<file path="config.mk">
export PLATFORM = sky130hd
export DESIGN_NAME = murmur3_stream_hash
export DESIGN_NICKNAME = d
export VERILOG_FILES = /design/src/rtl/mm3h_pkg.sv /design/src/rtl/mm3h_dpath.sv /design/src/rtl/mm3h_ctrl.sv /design/src/rtl/murmur3_stream_hash.sv
export SDC_FILE = /design/constraint.sdc
export NUM_CORES = 2
export LEC_CHECK = 0
export ABC_AREA = 1
export BUFFER_PORTS_ARGS = -buffer_cell sky130_fd_sc_hd__buf_2
export CAP_MARGIN = 20
export CORE_MARGIN = 4
export CORE_UTILIZATION = 50
export CTS_CLUSTER_SIZE = 30
export DETAILED_ROUTE_END_ITERATION = 7
export MAX_ROUTING_LAYER = met4
export PLACE_DENSITY = 0.63
export SLEW_MARGIN = 20
export SYNTH_ARGS = -nofsm -noshare
export SYNTH_HDL_FRONTEND = slang
export SYNTH_SLANG_ARGS = --single-unit
</file>
<file path="constraint.sdc">
create_clock -name clock -period 12.1 [get_ports clock]
set_input_delay 1.21 -clock clock [delete_from_list [all_inputs] [get_ports clock]]
set_output_delay 1.21 -clock clock [all_outputs]
set_load 0.1 [all_outputs]
</file>
<file path="src/rtl/mm3h_pkg.sv">
// shared constants, types and helpers for the murmur3 stream hash
`default_nettype none
package mm3h_pkg;

   localparam int unsigned HashWidth  = 32;
   localparam int unsigned CountWidth = 3;

   localparam logic [HashWidth-1:0] MixC1  = 32'hcc9e2d51;
   localparam logic [HashWidth-1:0] MixC2  = 32'h1b873593;
   localparam logic [HashWidth-1:0] MixAdd = 32'he6546b64;
   localparam logic [HashWidth-1:0] FinC1  = 32'h85ebca6b;
   localparam logic [HashWidth-1:0] FinC2  = 32'hc2b2ae35;

   localparam logic [CountWidth-1:0] FullBytes = 3'd4;

   // controller to datapath
   typedef struct packed {
      logic load;      // take a new word and do the first multiply
      logic mul2;      // rotate and second multiply
      logic mix;       // fold into the running hash
      logic fin1;      // first avalanche multiply
      logic fin2;      // second avalanche multiply
      logic out_load;  // last shift-xor into the output register
   } cmd_type;

   // datapath to controller
   typedef struct packed {
      logic last;
   } status_type;

   function automatic logic [HashWidth-1:0] rotl(input logic [HashWidth-1:0] v,
                                                input int unsigned r);
      rotl = (v << r) | (v >> (HashWidth - r));
   endfunction

endpackage
`default_nettype wire

</file>
<file path="src/rtl/mm3h_dpath.sv">
// datapath: word scramble, hash update, byte count and final avalanche
`default_nettype none
module mm3h_dpath
   import mm3h_pkg::*;
(
   input  wire logic                  clock,
   input  wire logic                  reset,
   input  wire cmd_type               cmd,
   output      status_type            status,
   input  wire logic [HashWidth-1:0]  key_word,
   input  wire logic [CountWidth-1:0] valid_bytes,
   input  wire logic                  last_word,
   input  wire logic                  csr_wr_en,
   input  wire logic [HashWidth-1:0]  csr_wr_data,
   output      logic [HashWidth-1:0]  hash_value
);

   logic [HashWidth-1:0]  seed_ff;
   logic [HashWidth-1:0]  h_ff, h_in;
   logic [HashWidth-1:0]  total_ff, total_in;
   logic [HashWidth-1:0]  k_ff, k_in;
   logic [HashWidth-1:0]  f_ff, f_in;
   logic [CountWidth-1:0] n_ff;
   logic                  last_ff;
   logic [HashWidth-1:0]  out_ff;

   logic [CountWidth-1:0] n_clamp;
   logic [HashWidth-1:0]  word_masked;
   logic [HashWidth-1:0]  h_xor, h_rot, h_mixed;

   always_comb begin
      n_clamp = (valid_bytes > FullBytes) ? FullBytes : valid_bytes;
      case (n_clamp)
         3'd0: word_masked = '0;
         3'd1: word_masked = {24'd0, key_word[7:0]};
         3'd2: word_masked = {16'd0, key_word[15:0]};
         3'd3: word_masked = {8'd0, key_word[23:0]};
         default: word_masked = key_word;
      endcase
   end

   // full words rotate and offset, partial words only xor in
   always_comb begin
      h_xor   = h_ff ^ k_ff;
      h_rot   = rotl(h_xor, 13);
      h_mixed = (n_ff == FullBytes) ? ((h_rot << 2) + h_rot + MixAdd) : h_xor;
      total_in = total_ff + {{(HashWidth-CountWidth){1'b0}}, n_ff};
      h_in = h_mixed;
      k_in = k_ff;
      f_in = f_ff;
      if (cmd.load) begin
         k_in = word_masked * MixC1;
      end else if (cmd.mul2) begin
         k_in = rotl(k_ff, 15) * MixC2;
      end
      if (cmd.mix) begin
         f_in = h_mixed ^ total_in;
      end else if (cmd.fin1) begin
         f_in = (f_ff ^ (f_ff >> 16)) * FinC1;
      end else if (cmd.fin2) begin
         f_in = (f_ff ^ (f_ff >> 13)) * FinC2;
      end
   end

   always_ff @(posedge clock) begin
      if (reset) begin
         seed_ff  <= '0;
         h_ff     <= '0;
         total_ff <= '0;
         last_ff  <= 1'b0;
      end else if (csr_wr_en) begin
         seed_ff  <= csr_wr_data;
         h_ff     <= csr_wr_data;
         total_ff <= '0;
      end else begin
         if (cmd.load) begin
            last_ff <= last_word;
         end
         if (cmd.mix) begin
            if (last_ff) begin
               h_ff     <= seed_ff;
               total_ff <= '0;
            end else begin
               h_ff     <= h_in;
               total_ff <= total_in;
            end
         end
      end
   end

   always_ff @(posedge clock) begin
      if (cmd.load) begin
         n_ff <= n_clamp;
      end
      k_ff <= k_in;
      f_ff <= f_in;
      if (cmd.out_load) begin
         out_ff <= f_ff ^ (f_ff >> 16);
      end
   end

   assign status.last = last_ff;
   assign hash_value  = out_ff;

endmodule
`default_nettype wire

</file>
<file path="src/rtl/mm3h_ctrl.sv">
// controller: sequences one word through the datapath and owns the handshakes
`default_nettype none
module mm3h_ctrl
   import mm3h_pkg::*;
(
   input  wire logic       clock,
   input  wire logic       reset,
   input  wire logic       req_tvalid,
   output      logic       req_tready,
   output      logic       rsp_tvalid,
   input  wire logic       rsp_tready,
   input  wire status_type status,
   output      cmd_type    cmd
);

   localparam logic [2:0] StIdle  = 3'd0;
   localparam logic [2:0] StMul2  = 3'd1;
   localparam logic [2:0] StMix   = 3'd2;
   localparam logic [2:0] StFin1  = 3'd3;
   localparam logic [2:0] StFin2  = 3'd4;
   localparam logic [2:0] StFinal = 3'd5;

   logic [2:0] state_ff, state_in;
   logic       rsp_valid_ff, rsp_valid_in;
   logic       out_free;

   assign out_free = !rsp_valid_ff || rsp_tready;

   always_comb begin
      state_in     = state_ff;
      cmd          = '0;
      req_tready   = 1'b0;
      case (state_ff)
         StIdle: begin
            req_tready = 1'b1;
            if (req_tvalid) begin
               cmd.load = 1'b1;
               state_in = StMul2;
            end
         end
         StMul2: begin
            cmd.mul2 = 1'b1;
            state_in = StMix;
         end
         StMix: begin
            cmd.mix  = 1'b1;
            state_in = status.last ? StFin1 : StIdle;
         end
         StFin1: begin
            cmd.fin1 = 1'b1;
            state_in = StFin2;
         end
         StFin2: begin
            cmd.fin2 = 1'b1;
            state_in = StFinal;
         end
         StFinal: begin
            // wait here until the output register can take the word
            if (out_free) begin
               cmd.out_load = 1'b1;
               state_in     = StIdle;
            end
         end
         default: begin
            state_in = StIdle;
         end
      endcase
      rsp_valid_in = cmd.out_load || (rsp_valid_ff && !rsp_tready);
   end

   always_ff @(posedge clock) begin
      if (reset) begin
         state_ff     <= StIdle;
         rsp_valid_ff <= 1'b0;
      end else begin
         state_ff     <= state_in;
         rsp_valid_ff <= rsp_valid_in;
      end
   end

   assign rsp_tvalid = rsp_valid_ff;

endmodule
`default_nettype wire

</file>
<file path="src/rtl/murmur3_stream_hash.sv">
// top level of the streaming murmur3 x86_32 hash
//
//  port group | direction | carries
//  req_*      | in        | key word, valid byte count, last flag
//  rsp_*      | out       | finished 32-bit hash, one per key
//  csr_*      | in        | hash seed write
//
// a word passes through load multiply, second multiply and hash update; a last
// word then goes on through the avalanche multiplies and the output load.
// reset clears the seed, running hash and byte count; a seed write restarts the key.
// the finished hash sits in an output register, so the next key is accepted
// while it waits; only a second finished hash waits for rsp_tready.
`default_nettype none
module murmur3_stream_hash
   import mm3h_pkg::*;
(
   input  wire logic                  clock,
   input  wire logic                  reset,
   input  wire logic                  req_tvalid,
   output      logic                  req_tready,
   input  wire logic [HashWidth-1:0]  req_tdata,   // key_word[31:0]
   input  wire logic [CountWidth-1:0] req_tuser,   // valid_bytes[2:0]
   input  wire logic                  req_tlast,
   output      logic                  rsp_tvalid,
   input  wire logic                  rsp_tready,
   output      logic [HashWidth-1:0]  rsp_tdata,   // hash_value[31:0]
   input  wire logic                  csr_wr_en,
   input  wire logic [HashWidth-1:0]  csr_wr_data
);

   cmd_type    cmd;
   status_type status;

   mm3h_ctrl u_ctrl (
      .clock      (clock),
      .reset      (reset),
      .req_tvalid (req_tvalid),
      .req_tready (req_tready),
      .rsp_tvalid (rsp_tvalid),
      .rsp_tready (rsp_tready),
      .status     (status),
      .cmd        (cmd)
   );

   mm3h_dpath u_dpath (
      .clock       (clock),
      .reset       (reset),
      .cmd         (cmd),
      .status      (status),
      .key_word    (req_tdata),
      .valid_bytes (req_tuser),
      .last_word   (req_tlast),
      .csr_wr_en   (csr_wr_en),
      .csr_wr_data (csr_wr_data),
      .hash_value  (rsp_tdata)
   );

endmodule
`default_nettype wire

</file>
Word-level counts from Yosys, hierarchy flattened
Cells that the tools add are included.
{"block": "totals", "ff_bits": 200, "in_bits": 73, "output_inout_bits": 34, "word_cells": 74}
{"block": "op_classes", "addsub": 3, "n_mul": 4, "magnitude_cmp": 1, "eq_ne": 11, "n_mux": 25, "bitwise_logic": 7, "n_reduce_logical": 13}
{"cell": "$mux W32", "n": 10}
{"cell": "$pmux W32 S4", "n": 1}
{"cell": "$mul A32 B31 Y32 const B", "n": 2}
{"cell": "$xor A32 B32 Y32", "n": 2}
{"cell": "$add A32 B3 Y32", "n": 1}
{"cell": "$add A32 B32 Y32", "n": 1}
{"cell": "$add A32 B32 Y32 const B", "n": 1}
{"cell": "$mul A32 B29 Y32 const B", "n": 1}
{"cell": "$mul A32 B32 Y32 const B", "n": 1}
{"cell": "$or A32 B13 Y32", "n": 1}
{"cell": "$or A32 B15 Y32", "n": 1}
{"cell": "$xor A32 B16 Y32", "n": 1}
{"cell": "$xor A32 B19 Y32", "n": 1}
{"cell": "$pmux W3 S6", "n": 1}
{"cell": "$eq A3 B2 Y1 const B", "n": 4}
{"cell": "$eq A3 B3 Y1 const B", "n": 3}
{"cell": "$mux W1", "n": 9}
{"cell": "$mux W3", "n": 3}
{"cell": "$eq A3 B1 Y1 const B", "n": 2}
{"cell": "$logic_not A3 Y1", "n": 2}
{"cell": "$reduce_and A2 Y1", "n": 2}
{"cell": "$reduce_bool A2 Y1", "n": 2}
{"cell": "$gt A3 B3 Y1 const B", "n": 1}
{"cell": "$reduce_bool A3 Y1", "n": 1}
{"cell": "other kinds (8)", "n": 10}

Depth between registers and ports, before layout
{"block": "depth", "depth_word": 8, "mapped_depth": 36}

Hierarchy
From an unflattened synthesis, not the netlist that was laid out.
{"block": "unflattened", "hier_cells": 5496, "area_unflattened_um2": 46771.1}
{"module": "mm3h_dpath", "n_inst": 1, "cells_per_inst": 5464, "area_each_um2": 46559.7, "seq_area_each_um2": 4914.7}
{"module": "mm3h_ctrl", "n_inst": 1, "cells_per_inst": 32, "area_each_um2": 211.5, "seq_area_each_um2": 80.1}

Least setup slack after synthesis
No wires, ideal clock.
{"block": "synth_timing", "kind": "input port to flip-flop", "start": "input req_tuser[1]", "end": "register u_dpath.k_ff[29], data pin", "arrival_ps": 6767, "path_slack_ps": 5077, "path_stages": 32, "path_buffers": 0, "path_cell_list": "nor2_4 -> nand2_4 -> nand2_1 -> inv_1 -> ha_1 -> xor2_1 -> ha_1 -> o21bai_1 -> fa_1 -> inv_1 -> fa_1 -> inv_1 -> fa_1 -> inv_1 -> fa_1 -> inv_1 -> fa_1 -> ha_1 -> ha_1 -> nand2_1 -> inv_1 -> nand2_1 -> nor3_1 -> nand4_1 -> nand3_1 -> nand3_1 -> nand2_1 -> nand3_1 -> nand2_1 -> xor2_1 -> nand2_1 -> nand2_1"}
{"block": "synth_via", "elab_chain_len": 6}
{"item": "start: declaration", "line": "murmur3_stream_hash.sv:22", "rtl": "input wire logic [CountWidth-1:0] req_tuser,"}
{"item": "$gt A3 B3 Y1", "line": "mm3h_dpath.sv:32", "rtl": "n_clamp = (valid_bytes > FullBytes) ? FullBytes : valid_bytes;"}
{"item": "$mux W3 (*)", "line": "mm3h_dpath.sv:32"}
{"item": "$eq A3 B2 Y1 (tied with other cells)", "line": "mm3h_dpath.sv:33", "rtl": "case (n_clamp)"}
{"item": "$pmux W32 S4 (*)", "line": "mm3h_dpath.sv:33"}
{"item": "$mul A32 B31 Y32 (*)", "line": "mm3h_dpath.sv:52", "rtl": "k_in = word_masked * MixC1;"}
{"item": "$mux W32 (*)", "line": "mm3h_dpath.sv:51", "rtl": "if (cmd.load) begin"}
{"item": "named net u_dpath.k_in[29]", "line": "mm3h_dpath.sv:21", "rtl": "logic [HashWidth-1:0] k_ff, k_in;"}
{"item": "end signal: assignment", "line": "mm3h_dpath.sv:95", "rtl": "k_ff <= k_in;"}
{"item": "end: declaration", "line": "mm3h_dpath.sv:21"}
Mark *: on every way through the listed nets, which the timed path passes. The rest lies on a longest branch.
A chain may end at the register's enable or synchronous reset.

Worst setup path after layout
{"block": "layout_timing", "start": "register u_dpath.f_ff[22]", "end": "register u_dpath.f_ff[28], data pin"}
{"block": "layout_via", "elab_chain_len": 5}
{"item": "start: declaration", "line": "mm3h_dpath.sv:22", "rtl": "logic [HashWidth-1:0] f_ff, f_in;"}
{"item": "start signal: assignment", "line": "mm3h_dpath.sv:96", "rtl": "f_ff <= f_in;"}
{"item": "$xor A32 B19 Y32", "line": "mm3h_dpath.sv:61", "rtl": "f_in = (f_ff ^ (f_ff >> 13)) * FinC2;"}
{"item": "$mul A32 B31 Y32", "line": "mm3h_dpath.sv:61"}
{"item": "$mux W32", "line": "mm3h_dpath.sv:60", "rtl": "end else if (cmd.fin2) begin"}
{"item": "$mux W32 (*)", "line": "mm3h_dpath.sv:58", "rtl": "end else if (cmd.fin1) begin"}
{"item": "$mux W32 (*)", "line": "mm3h_dpath.sv:56", "rtl": "if (cmd.mix) begin"}
{"item": "named net u_dpath.f_in[28]", "line": "mm3h_dpath.sv:22"}
Mark *: on every way through the listed nets, which the timed path passes. The rest lies on a longest branch. The select of a mux whose other input is x is not followed.

==> metrics.txt <==
IO Pins=107; worst reg2reg setup slack=4.16 ns; vias per cell=5.27; Post CTS Setup Buffer Count=0; fmax=126 MHz; H-tree depth=4; fin crit share=65.6%; CTS max path bufs=2; Mapped Nets=7328; die area=99900 sq um; # rows=112; DP Wirelength=129000 um; first-pass GRT wire length=230000 um; status=finished, final reports clean; cts repair resizes=0; DRT antenna net count=0; max cap viols=0; Port Buffers=106; Area Growth Syn to Fin=5.81%; Setup crit end kind=register; largest net degree at the start of global routing=62; final max-slew violation count=0; Die X=316 um; required time of the critical path=12.37 ns; Startpoint Class=register; WL per Instance=21.0 um; sequential cell area fraction in the yosys report=10.5%; clk_skew=0.0266 ns; Post-Route Utilization=53.6%; Post-route DRC=0; crit path time final=7.94 ns; CTS buffer count=17; HP Class=reg2reg; most frequent cells in the layout=inv_1, nand2_1, ha_1; RSZ-0062 raised after global routing=no; final wirelength=149000 um; DR iter-0 viols=2635; layout cell share with drive strength beyond 1=4.19%; root buf cell=clkbuf_16; clk sink count=200; yosys warns=0; final net count=7418; drt pass-1 iters=6; Rel. slew slack=25.0%; worst skew pair latency=0.53 ns; synthesized area=47500 sq um; Slowest Stage Delay on Critical Path=0.83 ns; final hold vios=0; Setup violations, final=0; Mapped Cells=5725; Die Ht=316 um; post-cts hold buffer count=0; GR Util All Layers=31.5%; core area=93700 sq um; critical path class=reg2reg; Crit-path slowest cell=xnor2_1; Data arrival, critical path=8.21 ns; Syn Area/Cell=8.29 sq um; Netlist cell types=57; setup TNS=0 ns; slew of the pin with the lowest slew margin=1.12 ns; CP max FO=10; Final Wtd Congestion=1.01; initial antenna violation count=3; vias in the first global route=38500; clock tree from TritonCTS=built; Reg clk slew, reported paths=0.09 ns; DR vias=37400; Starting Density=50.6%; Seq cells post-synth=200; CP cell instances=xnor2_1 > inv_1 > ha_1 > inv_1 > fa_1 > fa_1 > inv_1 > fa_1 > fa_1 > inv_1 > fa_1 > inv_1 > fa_1 > fa_1 > ha_1 > nand2_1 > nor4_1 > o21ai_0 > nand3_1 > nand2_1 > nand3_1 > nand2_1 > nand2_1 > nand2_1; commonest non-fill, non-tap cell in the layout=inv_1; GR Overflow Total=0; CP most frequent cell=fa_1
-- final timing paths --
check,start,end,cells past startpoint
min reg2reg,u_dpath.seed_ff[11],u_dpath.seed_ff[11],2
max reg2reg,u_dpath.f_ff[22],u_dpath.f_ff[28],24
max,u_dpath.f_ff[22],u_dpath.f_ff[28],24
min,u_dpath.seed_ff[11],u_dpath.seed_ff[11],2
-- cell families (layout without fill, tap and decap cells) --
kind of cell               after synthesis  count (layout)  synth area share (%)
and+or+nand+nor                       1467            1467                  13.0
DFF                                    200             200                  10.5
other                                    0               1                     0
AOI/OAI and AO/OA                      636             636                  7.45
adders and majority gates             1530            1530                  51.8
xor gates and xnor gates               208             208                  3.84
buffers and inverters                 1684            1787                  13.4
-- cell usage after synthesis (all sizes together) --
cell | n | area (sq um)
inv | 1614 | 6060
nand2 | 936 | 3540
ha | 805 | 10100
fa | 725 | 14500
a21oi | 282 | 1430
nor2 | 208 | 836
nand3 | 200 | 1010
o21ai | 200 | 1000
xnor2 | 105 | 920
xor2 | 103 | 902
dfxtp | 101 | 2020
edfxtp | 99 | 2970
clkbuf | 50 | 188
nand4 | 41 | 272
o22ai | 31 | 194
a31oi | 29 | 181
nor3 | 28 | 160
or2 | 25 | 156
a21o | 23 | 173
nand3b | 20 | 150
o21bai | 19 | 143
buf | 15 | 72.6
o211ai | 10 | 75.1
a21boi | 9 | 67.6
o21a | 8 | 60.1
nor4 | 7 | 58.8
a31o | 6 | 52.6
a211oi | 5 | 37.5
clkinv | 5 | 18.8
o31ai | 3 | 22.5
a221oi | 2 | 17.5
a22oi | 2 | 15.0
o311ai | 2 | 17.5
nor3b | 1 | 7.51
o2111a | 1 | 11.3
o2111ai | 1 | 8.76
o21ba | 1 | 10.0
o221a | 1 | 11.3
o221ai | 1 | 8.76
or3 | 1 | 6.26
-- area by class of cell --
| type | count | area [sq um] |
|---|---|---|
| clock buffer | 17 | 425 |
| clock inverter | 15 | 239 |
| multi-input combinational | 3841 | 36200 |
| antenna | 1 | 2.50 |
| fill | 8970 | 43500 |
| tap | 1254 | 1570 |
| timing repair buffer | 136 | 756 |
| sequential | 200 | 4990 |
| inverter | 1619 | 6080 |
-- through the flow --
| step | area (sq um) | hold WS [ns] | setup slack (ns) | cells |
|---|---|---|---|---|
| floorplan | 47500 | 0.421 | 5.08 | 5725 |
| global placement | 49600 | 0.447 | 4.04 | 7050 |
| detailed placement | 49600 | 0.452 | 3.93 | 7050 |
| CTS | 50200 | 0.466 | 4.13 | 7082 |
| global route | 50200 | 0.485 | 3.76 | 7083 |
| finish | 50200 | 0.467 | 4.16 | 7083 |
-- layer usage --
layer  part of all wire, %  vias up  wire [um]  global-route usage, %
met1                    42    18300      62800                   40.5
met3                   5.2      201       7690                   3.06
met2                    49     1053      73100                   53.2
met4                   3.4        0       5070                   9.48
met5                     0        -          0                      -
li1                      -    17800          -                      -
-- worst max-delay path, delay by kind of cell, from the launching register on --
| family | cells | cell delay [ns] |
|---|---|---|
| adder cells (fa/ha/maj) | 9 | 4.12 |
| AND/OR/NAND/NOR | 8 | 1.06 |
| XOR/XNOR | 1 | 0.83 |
| flip-flops | 1 | 0.77 |
| buffers and inverters | 5 | 0.68 |
| AO/OA/AOI/OAI | 1 | 0.22 |
-- sequential cells by signal (all words and copies together), names as in the netlist --
signal              count
u_dpath.f_ff           32
u_dpath.h_ff           32
u_dpath.hash_value     32
u_dpath.k_ff           32
u_dpath.seed_ff        32
u_dpath.total_ff       32
u_ctrl.state_ff         3
u_dpath.n_ff            3
u_ctrl.rsp_tvalid       1
u_dpath.status          1
Power is not shown: default switching activity piles up to over one toggle a cycle in this logic, so the estimate is an artifact.
